File: src/hdl/fbpa_pkg.sv
`timescale 1ns / 1ps

package fbpa_pkg;

   // pool geometry
   localparam int POOL_BLOCKS = 64;
   localparam int BLK_W       = $clog2(POOL_BLOCKS);
   localparam int GRP_SIZE    = 8;
   localparam int GRP_W       = $clog2(GRP_SIZE);
   localparam int NUM_GRPS    = POOL_BLOCKS / GRP_SIZE;
   localparam int NGRP_W      = BLK_W - GRP_W;

   // field widths
   localparam int IDX_W    = 7;
   localparam int BYTES_W  = 17;
   localparam int OFFSET_W = 22;
   localparam int COUNT_W  = 7;
   localparam int PROD_W   = BLK_W + BYTES_W;

   localparam logic [BYTES_W-1:0]  BYTES_RESET = BYTES_W'(16);
   localparam logic [OFFSET_W-1:0] OFFSET_MAX  = '1;

   typedef enum logic {
      KIND_ALLOC   = 1'b0,
      KIND_RELEASE = 1'b1
   } kind_type;

   typedef enum logic [1:0] {
      ST_OK    = 2'd0,
      ST_FULL  = 2'd1,
      ST_RANGE = 2'd2,
      ST_FREE  = 2'd3
   } status_type;

   typedef struct packed {
      kind_type             kind;
      logic [IDX_W-1:0]     block_index;
   } req_type;

   typedef struct packed {
      logic                 ok;
      status_type           status;
      logic [BLK_W-1:0]     granted_block;
      logic [OFFSET_W-1:0]  byte_offset;
      logic [COUNT_W-1:0]   used_count;
   } rsp_type;

   // controller to datapath
   typedef struct packed {
      logic take;
      logic commit;
      logic load;
   } dp_cmd_type;

   // datapath to controller
   typedef struct packed {
      logic out_held;
   } dp_stat_type;

endpackage

File: src/hdl/fbpa_ctrl.sv
`timescale 1ns / 1ps

module fbpa_ctrl (
   input  logic                  clock,
   input  logic                  reset,
   input  logic                  req_valid,
   output logic                  req_stall,
   input  fbpa_pkg::dp_stat_type stat,
   output fbpa_pkg::dp_cmd_type  cmd
);
   import fbpa_pkg::*;

   typedef enum logic [2:0] {
      S_IDLE   = 3'b001,
      S_DECIDE = 3'b010,
      S_FINISH = 3'b100
   } state_type;

   state_type state_ff, state_in;

   always_comb begin
      state_in  = state_ff;
      cmd       = '0;
      req_stall = 1'b1;
      case (state_ff)
         S_IDLE: begin
            req_stall = 1'b0;
            if (req_valid) begin
               cmd.take = 1'b1;
               state_in = S_DECIDE;
            end
         end
         S_DECIDE: begin
            cmd.commit = 1'b1;
            state_in   = S_FINISH;
         end
         S_FINISH: begin
            // wait for the result register to free up
            if (!stat.out_held) begin
               cmd.load = 1'b1;
               state_in = S_IDLE;
            end
         end
         default: begin
            state_in = S_IDLE;
         end
      endcase
   end

   always_ff @(posedge clock) begin
      if (reset) begin
         state_ff <= S_IDLE;
      end else begin
         state_ff <= state_in;
      end
   end

endmodule

File: src/hdl/fbpa_dp.sv
`timescale 1ns / 1ps

module fbpa_dp (
   input  logic                          clock,
   input  logic                          reset,
   input  fbpa_pkg::dp_cmd_type          cmd,
   output fbpa_pkg::dp_stat_type         stat,
   input  fbpa_pkg::req_type             req_data,
   input  logic                          csr_wr_en,
   input  logic [fbpa_pkg::BYTES_W-1:0]  csr_wr_data,
   output logic                          rsp_valid,
   input  logic                          rsp_stall,
   output fbpa_pkg::rsp_type             rsp_data
);
   import fbpa_pkg::*;

   // allocator state
   logic [POOL_BLOCKS-1:0] used_map_ff, used_map_in;
   logic [BLK_W-1:0]       search_start_ff, search_start_in;
   logic [BLK_W-1:0]       hint_ff, hint_in;
   logic                   hint_valid_ff, hint_valid_in;
   logic [COUNT_W-1:0]     used_total_ff, used_total_in;
   logic                   pool_full_ff, pool_full_in;
   logic [BYTES_W-1:0]     block_bytes_ff, block_bytes_in;

   // captured request and first scan level
   req_type                     req_ff;
   logic [NUM_GRPS-1:0]         grp_any_ff, grp_any_in;
   logic [NUM_GRPS*GRP_W-1:0]   grp_idx_ff, grp_idx_in;

   // decision
   logic                   ok_ff, ok_in;
   status_type             status_ff, status_in;
   logic [BLK_W-1:0]       grant_ff, grant_in;

   // result register
   logic                   rsp_valid_ff, rsp_valid_in;
   rsp_type                rsp_ff, rsp_in;

   logic [POOL_BLOCKS-1:0] free_rot;
   logic [NGRP_W-1:0]      grp_sel;
   logic [BLK_W-1:0]       scan_off;
   logic [BLK_W-1:0]       scan_blk;
   logic                   scan_any;
   logic                   hint_hit;
   logic [BLK_W-1:0]       rel_blk;
   logic [PROD_W-1:0]      prod;

   // free map rotated so that bit 0 is the search start
   always_comb begin
      for (int i = 0; i < POOL_BLOCKS; i++) begin
         free_rot[i] = ~used_map_ff[BLK_W'(search_start_ff + BLK_W'(i))];
      end
   end

   // per-group lowest free bit
   always_comb begin
      grp_idx_in = '0;
      for (int g = 0; g < NUM_GRPS; g++) begin
         grp_any_in[g] = |free_rot[g*GRP_SIZE +: GRP_SIZE];
         for (int j = GRP_SIZE - 1; j >= 0; j--) begin
            if (free_rot[g*GRP_SIZE + j]) begin
               grp_idx_in[g*GRP_W +: GRP_W] = GRP_W'(j);
            end
         end
      end
   end

   // lowest group with a free bit
   always_comb begin
      grp_sel = '0;
      for (int g = NUM_GRPS - 1; g >= 0; g--) begin
         if (grp_any_ff[g]) begin
            grp_sel = NGRP_W'(g);
         end
      end
      scan_any = |grp_any_ff;
      scan_off = {grp_sel, grp_idx_ff[grp_sel*GRP_W +: GRP_W]};
      scan_blk = search_start_ff + scan_off;
   end

   assign hint_hit = hint_valid_ff && !used_map_ff[hint_ff];
   assign rel_blk  = req_ff.block_index[BLK_W-1:0];

   always_comb begin
      used_map_in     = used_map_ff;
      search_start_in = search_start_ff;
      hint_in         = hint_ff;
      hint_valid_in   = hint_valid_ff;
      used_total_in   = used_total_ff;
      pool_full_in    = pool_full_ff;
      ok_in           = ok_ff;
      status_in       = status_ff;
      grant_in        = grant_ff;
      if (cmd.commit) begin
         ok_in     = 1'b0;
         grant_in  = '0;
         status_in = ST_OK;
         if (req_ff.kind == KIND_ALLOC) begin
            if (pool_full_ff) begin
               status_in = ST_FULL;
            end else if (hint_hit) begin
               used_map_in[hint_ff] = 1'b1;
               hint_valid_in        = 1'b0;
               used_total_in        = used_total_ff + COUNT_W'(1);
               grant_in             = hint_ff;
               ok_in                = 1'b1;
            end else if (scan_any) begin
               used_map_in[scan_blk] = 1'b1;
               search_start_in       = scan_blk + BLK_W'(1);
               used_total_in         = used_total_ff + COUNT_W'(1);
               grant_in              = scan_blk;
               ok_in                 = 1'b1;
            end else begin
               pool_full_in    = 1'b1;
               search_start_in = BLK_W'(1 % POOL_BLOCKS);
               status_in       = ST_FULL;
            end
         end else begin
            if (req_ff.block_index >= IDX_W'(POOL_BLOCKS)) begin
               status_in = ST_RANGE;
            end else if (!used_map_ff[rel_blk]) begin
               status_in = ST_FREE;
            end else begin
               used_map_in[rel_blk] = 1'b0;
               hint_in              = rel_blk;
               hint_valid_in        = 1'b1;
               if (used_total_ff != '0) begin
                  used_total_in = used_total_ff - COUNT_W'(1);
               end
               pool_full_in = 1'b0;
               ok_in        = 1'b1;
            end
         end
      end
   end

   assign block_bytes_in = csr_wr_en ? csr_wr_data : block_bytes_ff;

   // byte offset with saturation
   always_comb begin
      prod                 = PROD_W'(grant_ff) * PROD_W'(block_bytes_ff);
      rsp_in.ok            = ok_ff;
      rsp_in.status        = status_ff;
      rsp_in.granted_block = grant_ff;
      rsp_in.byte_offset   = (prod > PROD_W'(OFFSET_MAX)) ? OFFSET_MAX
                                                          : prod[OFFSET_W-1:0];
      rsp_in.used_count    = used_total_ff;
   end

   always_comb begin
      rsp_valid_in = rsp_valid_ff;
      if (cmd.load) begin
         rsp_valid_in = 1'b1;
      end else if (rsp_valid_ff && !rsp_stall) begin
         rsp_valid_in = 1'b0;
      end
   end

   assign stat.out_held = rsp_valid_ff && rsp_stall;
   assign rsp_valid     = rsp_valid_ff;
   assign rsp_data      = rsp_ff;

   always_ff @(posedge clock) begin
      if (reset) begin
         used_map_ff     <= '0;
         search_start_ff <= '0;
         hint_ff         <= '0;
         hint_valid_ff   <= 1'b0;
         used_total_ff   <= '0;
         pool_full_ff    <= 1'b0;
         block_bytes_ff  <= BYTES_RESET;
         rsp_valid_ff    <= 1'b0;
      end else begin
         used_map_ff     <= used_map_in;
         search_start_ff <= search_start_in;
         hint_ff         <= hint_in;
         hint_valid_ff   <= hint_valid_in;
         used_total_ff   <= used_total_in;
         pool_full_ff    <= pool_full_in;
         block_bytes_ff  <= block_bytes_in;
         rsp_valid_ff    <= rsp_valid_in;
      end
   end

   always_ff @(posedge clock) begin
      if (cmd.take) begin
         req_ff     <= req_data;
         grp_any_ff <= grp_any_in;
         grp_idx_ff <= grp_idx_in;
      end
      ok_ff     <= ok_in;
      status_ff <= status_in;
      grant_ff  <= grant_in;
      if (cmd.load) begin
         rsp_ff <= rsp_in;
      end
   end

endmodule

File: src/hdl/fixed_block_pool_allocator_core.sv
`timescale 1ns / 1ps
// channel  ports                              direction  carries
// req      req_valid req_stall req_data       in         kind, block_index
// rsp      rsp_valid rsp_stall rsp_data       out        ok, status, block, offset, count
// csr      csr_wr_en csr_wr_data              in         block_bytes
//
// each request runs through capture plus group scan, then commit, then offset multiply
// the rotated find-first-free is split over two registered levels of 8 groups of 8
// reset is synchronous and clears the whole bitmap at once; block_bytes resets to 16
// a new request can be taken in the cycle after the previous beat enters the result register
// a stalled result holds the next result load until rsp_stall drops; one more request
// is still taken and committed meanwhile
module fixed_block_pool_allocator_core (
   input  logic                          clock,
   input  logic                          reset,
   // request channel
   input  logic                          req_valid,
   output logic                          req_stall,
   input  fbpa_pkg::req_type             req_data,
   // response channel
   output logic                          rsp_valid,
   input  logic                          rsp_stall,
   output fbpa_pkg::rsp_type             rsp_data,
   // block size register
   input  logic                          csr_wr_en,
   input  logic [fbpa_pkg::BYTES_W-1:0]  csr_wr_data
);
   import fbpa_pkg::*;

   // command and status between sequencer and datapath
   dp_cmd_type  cmd;
   dp_stat_type stat;

   // sequencer: idle, decide, finish
   fbpa_ctrl u_ctrl (
      .clock     (clock),
      .reset     (reset),
      .req_valid (req_valid),
      .req_stall (req_stall),
      .stat      (stat),
      .cmd       (cmd)
   );

   // bitmap, search position, reuse hint, counters and result register
   fbpa_dp u_dp (
      .clock       (clock),
      .reset       (reset),
      .cmd         (cmd),
      .stat        (stat),
      .req_data    (req_data),
      .csr_wr_en   (csr_wr_en),
      .csr_wr_data (csr_wr_data),
      .rsp_valid   (rsp_valid),
      .rsp_stall   (rsp_stall),
      .rsp_data    (rsp_data)
   );

endmodule

File: config.mk
export PLATFORM = sky130hd
export DESIGN_NAME = fixed_block_pool_allocator_core
export DESIGN_NICKNAME = d
export VERILOG_FILES = /design/src/hdl/fbpa_pkg.sv /design/src/hdl/fbpa_ctrl.sv /design/src/hdl/fbpa_dp.sv /design/src/hdl/fixed_block_pool_allocator_core.sv
export SDC_FILE = /design/constraint.sdc
export NUM_CORES = 1
export LEC_CHECK = 0
export ABC_AREA = 1
export BUFFER_PORTS_ARGS = -buffer_cell sky130_fd_sc_hd__buf_2
export CAP_MARGIN = 15
export CELL_PAD_IN_SITES_DETAIL_PLACEMENT = 1
export CELL_PAD_IN_SITES_GLOBAL_PLACEMENT = 2
export CORE_MARGIN = 4
export CORE_UTILIZATION = 35
export CTS_CLUSTER_SIZE = 12
export DETAILED_ROUTE_END_ITERATION = 7
export GPL_ROUTABILITY_DRIVEN = 0
export GPL_TIMING_DRIVEN = 0
export PLACE_DENSITY_LB_ADDON = 0.1
export SYNTH_ARGS = -nofsm -noshare
export SYNTH_HDL_FRONTEND = slang
export SYNTH_SLANG_ARGS = --single-unit
File: constraint.sdc
create_clock -name clock -period 5.8 [get_ports clock]
set_input_delay 0.87 -clock clock [delete_from_list [all_inputs] [get_ports clock]]
set_output_delay 0.87 -clock clock [all_outputs]
set_load 0.02 [all_outputs]
==> After elaboration in Yosys (flattened, before gate mapping) <==
Index checks and enable logic that the tools add are counted.
{ "totals": {"inputBits": 30, "register_bits": 193} }
{ "classes": {"mul": 2, "reduce_logical": 45, "n_bitwise": 72, "mux": 252, "n_lt_le_gt_ge": 72, "addsub": 67, "shifts": 1, "n_eq_ne": 9} }
{ "op_table": {"columns": ["cell", "count"], "rows": [
  ["$lt 6x7->1 const B", 67],
  ["$bmux 1 s6", 66],
  ["$mux 64", 6],
  ["$add 6x6->6 const B", 32],
  ["$or 64x64->64", 2],
  ["$mux 3", 42],
  ["$mux 1", 103],
  ["$add 6x5->6 const B", 16],
  ["$reduce_or 8->1", 9],
  ["$not 1->1", 68],
  ["$and 64x64->64", 1],
  ["$not 64->64", 1],
  ["$mux 7", 7],
  ["$add 6x4->6 const B", 8],
  ["$mux 2", 21],
  ["$reduce_and 4->1", 10],
  ["$add 6x3->6 const B", 4],
  ["$shiftx 24x6->3", 1],
  ["$gt 23x22->1 const B", 1],
  ["$mul 6x17->23", 1],
  ["$demux 1 s6", 3],
  ["$ge 6x1->1 const B", 3],
  ["$mux 6", 3],
  ["$reduce_and 2->1", 9],
  ["21 further kinds", 36]
]} }

==> Depth between registers and ports, before layout <==
{ "depth": {"depth_word": 20, "depth_mapped": 28} }

==> Cells and area by module <==
A second synthesis with hierarchy kept.
{ "unflattened": {"cells_unflattened": 3443, "hier_area_um2": 20855.0} }
{ "by_module_without_submodules": {"columns": ["mod", "seq_area_each_um2", "n_inst", "cells_per_inst", "area_each_um2"], "rows": [
  ["fbpa_dp", 4674.5, 1, 3421, 20692.3],
  ["fbpa_ctrl", 60.1, 1, 22, 162.7]
]} }

==> Least setup slack after synthesis <==
No wires, ideal clock.
{ "synth_timing": {"path_type": "register to register", "startpoint": "register u_dp.grant_ff[5]", "endpoint": "register u_dp.rsp_ff (netlist bit u_dp.rsp_data[28]), data pin", "setup_ns": 0.264, "required_ns": 5.536, "setup_slack_ns": 1.193, "path_buffers": 3, "arrival_ns": 4.343, "path_stages_with_launch": 20, "cell_sequence": "edfxtp_1 -> clkbuf_1 -> clkbuf_1 -> nand2_1 -> fa_1 -> fa_1 -> fa_1 -> inv_1 -> ha_1 -> a21oi_1 -> o21ai_0 -> a21oi_1 -> nor2_1 -> o21ai_0 -> nand2_1 -> nand3_1 -> nand2_1 -> xnor2_1 -> clkbuf_1 -> nand2_1"} }
{ "synth_via": {"elab_chain_cells": 2} }
{ "synth_lines": {"columns": ["item", "line_no", "rtl"], "rows": [
  ["from (decl)", "fbpa_dp.sv:34", "logic [BLK_W-1:0] grant_ff, grant_in;"],
  ["from (signal assigned)", "fbpa_dp.sv:194", "grant_ff <= grant_in;"],
  ["$mul 6x17->23 *", "fbpa_dp.sv:142", "prod = PROD_W'(grant_ff) * PROD_W'(block_bytes_ff);"],
  ["$gt 23x22->1", "fbpa_dp.sv:146", "rsp_in.byte_offset = (prod > PROD_W'(OFFSET_MAX)) ? OFFSET_MAX"],
  ["to (signal assigned)", "fbpa_dp.sv:196", "rsp_ff <= rsp_in;"],
  ["to (decl)", "fbpa_dp.sv:38", "rsp_type rsp_ff, rsp_in;"]
]} }
Mark *: on every way between the ends. The rest lies on a longest branch, timed or not.
A chain may end at the register's enable or synchronous reset.

==> Worst setup path after layout <==
{ "layout_timing": {"startpoint": "register u_dp.grant_ff[2]", "endpoint": "register u_dp.rsp_ff (netlist bit u_dp.rsp_data[15]), data pin"} }
The elaborated chain is that of the path after synthesis.

==> reports/qor.yml <==
power_after_layout_mw: 3.831
timing.hold.worst.class: "register to register"
drv.max_cap_violation_count: 0
wire_per_inst_um: 23.34
leakage_nw: 10.48
worst_pin_slew_ns: 1.205
die_height_um: 249.8
timing.critical_path.required_ns: 6.03
yosys_register_bits: 193
largest_net_degree_at_the_start_of_global_routing: 34
min_period_ns: 5.424
setup_repair_after_global_routing_missed_its_margin: "no"
grtUsageMet1_pct: 39.20
initial_utilization_pct: 35.39
finalCritPeriodShare_pct: 93.52
skew_ns: 0.01907
run_status: "completed"
detailed_place_hpwl_mm: 81.57
synth.yosys.seq_area_share_pct: 23.14
dr.first_iter.drc_count: 1997
hold_violations: 0
path_clk_slew_ns: 0.09
register_area_mm2: 0.004735
cts_tree: "yes"
yosys_warnings: 0
grt.met2_usage_pct: 50.40
cts_inserted_buffers: 17
yosys-top-cells-area: "sky130_fd_sc_hd__nand2_1 20%, sky130_fd_sc_hd__nand3_1 15%, sky130_fd_sc_hd__edfxtp_1 13%, sky130_fd_sc_hd__dfxtp_1 10%, sky130_fd_sc_hd__inv_1 7.3%"
use_met3_pct: 7.555
cts_buffer_depth: 2
netlist.top_cell.by_area: "sky130_fd_sc_hd__nand2_1"
synthCells: 3384
ant_nets: 0
power_per_cell_area_mw_per_mm2: 170.8
tritoncts_num_sinks: 193
drive_above_1_share_pct: 6.263
slew_headroom_pct: 19.67
groute.usage.overall_pct: 30.69
end_kind: "register"
max_frequency_mhz: 184.4
crit_path_start_kind: "register"
overflow: 0
avgSynthCellArea_um2: 6.046
synth_enable_flop_cells: 87
first_global_vias: 23960
cp_data_arrival_time_ns: 5.66
gr-max-usage-layer: "met2"
slew_violations: 0
most_frequent_standard_cell_in_the_layout_excluding_fill_and_tap_cells: "sky130_fd_sc_hd__nand2_1"
inst_count_dp: 4219
final.fill_count: 7848
crit_fanout: 10
most-common-layout-cells: "1116 x sky130_fd_sc_hd__nand2_1, 620 x sky130_fd_sc_hd__nand3_1, 399 x sky130_fd_sc_hd__inv_1"
grt_first_pass_wirelength_mm: 146.5
synth_nets: 3535
stdcell_area_mm2: 0.02243
nets_final: 3619
number_of_antenna_violations_at_the_first_check_in_global_routing: 3
placed_cell_area_mm2: 0.02182
drc_errors: 0
synthFlopType: "sky130_fd_sc_hd__dfxtp_1"
detail_route.wirelength_mm: 99.16
multi_input_area_mm2: 0.01348
synth.lib_cells_used.distinct: 42
criticalPathCategory: "register to register"
netlist.area_leader.share_pct: 20.47
asyncSetResetFlopFracSynth_pct: 0
flow.area_growth_from_synthesis_pct: 9.626
input_output_buffers: 67
cts_htree_levels: 4
pin_count: 70
drt_pass1_iterations: 5
clock_insertion_delay_worst_skew_ns: 0.50
ir_worst_vdd_mv: 0.2412
post_drt_via_cell_ratio: 5.676
finalSetupViolations: 0
design.die.area_mm2: 0.06239
dr_total_vias: 24110
clock_root_buffer_master: "sky130_fd_sc_hd__clkbuf_16"
setup_total_negative_slack_ns: 0
holdWs_ns: 0.4406
floorplan.rows: 88
instances_no_fill: 4248
syn_area_mm2: 0.02046
floorplan.core_area_mm2: 0.05781
fp.dieW_um: 249.8
[cells in the mapped netlist (2+ instances only)]
cell type,n
sky130_fd_sc_hd__o211ai_1,29
sky130_fd_sc_hd__o31ai_1,3
sky130_fd_sc_hd__nand4_1,53
sky130_fd_sc_hd__buf_4,15
sky130_fd_sc_hd__xnor2_1,17
sky130_fd_sc_hd__clkbuf_1,68
sky130_fd_sc_hd__or2_2,2
sky130_fd_sc_hd__nand3_1,620
sky130_fd_sc_hd__edfxtp_1,87
sky130_fd_sc_hd__nand2_2,2
sky130_fd_sc_hd__nor2_1,190
sky130_fd_sc_hd__a32o_1,3
sky130_fd_sc_hd__xor2_1,40
sky130_fd_sc_hd__o21a_1,14
sky130_fd_sc_hd__buf_6,4
sky130_fd_sc_hd__nor2_2,6
sky130_fd_sc_hd__inv_2,11
sky130_fd_sc_hd__nor3_1,27
sky130_fd_sc_hd__a21boi_0,3
sky130_fd_sc_hd__xor2_2,3
sky130_fd_sc_hd__o21ai_1,13
sky130_fd_sc_hd__ha_1,58
sky130_fd_sc_hd__inv_1,399
sky130_fd_sc_hd__a21o_1,3
sky130_fd_sc_hd__o22ai_1,3
sky130_fd_sc_hd__nor3_2,8
sky130_fd_sc_hd__fa_1,63
sky130_fd_sc_hd__buf_1,11
sky130_fd_sc_hd__dfxtp_1,106
sky130_fd_sc_hd__clkinv_1,3
sky130_fd_sc_hd__o21ai_0,196
sky130_fd_sc_hd__a31oi_1,18
sky130_fd_sc_hd__buf_2,52
sky130_fd_sc_hd__nand2_1,1116
sky130_fd_sc_hd__a21oi_1,131
[routing by layer]
layer  share of wire (%)  wire, um
met5               0.013        13
met4                 3.9      3899
met3                 8.0      7933
met2                  46     45520
met1                  42     41790
[kinds of logic (layout without fill, tap and decap cells)]
group                      Yosys count  in the layout  share of synthesized area (%)
AOI/OAI and AO/OA                  419            419                          11.13
xor gates and xnor gates            60             60                          2.679
adders and majority gates          121            121                          9.711
buffers and inverters              563            660                          11.07
DFF                                193            193                          23.14
other                                0              2                              0
and+or+nand+nor                   2028           2028                          42.27
[critical path, cell delays in order (launching register included)]
cell and delay (ns):
sky130_fd_sc_hd__edfxtp_1 0.60, sky130_fd_sc_hd__clkbuf_2 0.35, sky130_fd_sc_hd__nand2_1 0.16, sky130_fd_sc_hd__inv_1 0.07, sky130_fd_sc_hd__fa_1 0.54, sky130_fd_sc_hd__inv_1 0.05, sky130_fd_sc_hd__fa_1 0.47, sky130_fd_sc_hd__fa_1 0.54
sky130_fd_sc_hd__inv_1 0.04, sky130_fd_sc_hd__ha_1 0.37, sky130_fd_sc_hd__a21oi_1 0.24, sky130_fd_sc_hd__o21ai_0 0.17, sky130_fd_sc_hd__a21oi_1 0.23, sky130_fd_sc_hd__nor2_1 0.10, sky130_fd_sc_hd__o21ai_0 0.18, sky130_fd_sc_hd__nand2_1 0.15
sky130_fd_sc_hd__nand3_1 0.11, sky130_fd_sc_hd__nand2_1 0.06, sky130_fd_sc_hd__xnor2_1 0.30, sky130_fd_sc_hd__clkbuf_2 0.34, sky130_fd_sc_hd__nand2_1 0.09
[final cells by class]
type | instances | share of cell area, %
Buffer | 145 | 3.146
Clock buffer | 18 | 2.008
Antenna cell | 2 | 0.02231
Tap cell | 765 | 4.268
Sequential cell | 193 | 21.11
Clock inverter | 14 | 0.6973
Inverter | 413 | 6.912
Timing Repair Buffer | 70 | 1.724
Multi-Input combinational cell | 2628 | 60.11
[registers in the layout (all words and copies together) (netlist names)]
register,flops
u_ctrl.state_ff,3
u_dp.block_bytes_ff,17
u_dp.grant_ff,6
u_dp.grp_any_ff,8
u_dp.grp_idx_ff,24
u_dp.hint_ff,6
u_dp.hint_valid_ff,1
u_dp.ok_ff,1
u_dp.pool_full_ff,1
u_dp.rel_blk,6
u_dp.req_ff,2
u_dp.rsp_data,38
u_dp.rsp_valid,1
u_dp.search_start_ff,6
u_dp.status_ff,2
u_dp.used_map_ff,64
u_dp.used_total_ff,7
[per-stage QoR]
step	setup slack, ns	util (%)
floorplan	1.193	-
global placement	-0.1338	37.63
detailed placement	-0.2753	37.75
CTS	0.02555	38.81
global route	0.01806	38.79
finish	0.3759	38.80
[where the power goes]
| part | total, mW | switching, mW | internal (mW) |
|---|---|---|---|
| sequential | 1.51 | 0.0385 | 1.48 |
| combinational | 1.05 | 0.729 | 0.320 |
| clock | 1.27 | 0.662 | 0.607 |
[final timing paths]
kind | startpoint | to | slack, ns | cells after the start
worst max-delay path | u_dp.grant_ff[2] | u_dp.rsp_data[15] | 0.38 | 20
worst min-delay path | u_dp.ok_ff | u_dp.rsp_data[37] | 0.44 | 0
worst max register to register | u_dp.grant_ff[2] | u_dp.rsp_data[15] | 0.38 | 20
worst min register to register | u_dp.ok_ff | u_dp.rsp_data[37] | 0.44 | 0
[timing repair]
| action | 4_1_cts | 5_1_grt |
|---|---|---|
| setup endpoints to repair | 20 | 27 |
| hold buffers | 0 | 0 |
| setup buffers | 0 | 0 |
| resized for setup | 5 | 7 |
Note: power is estimated with default switching activity, not from simulation.
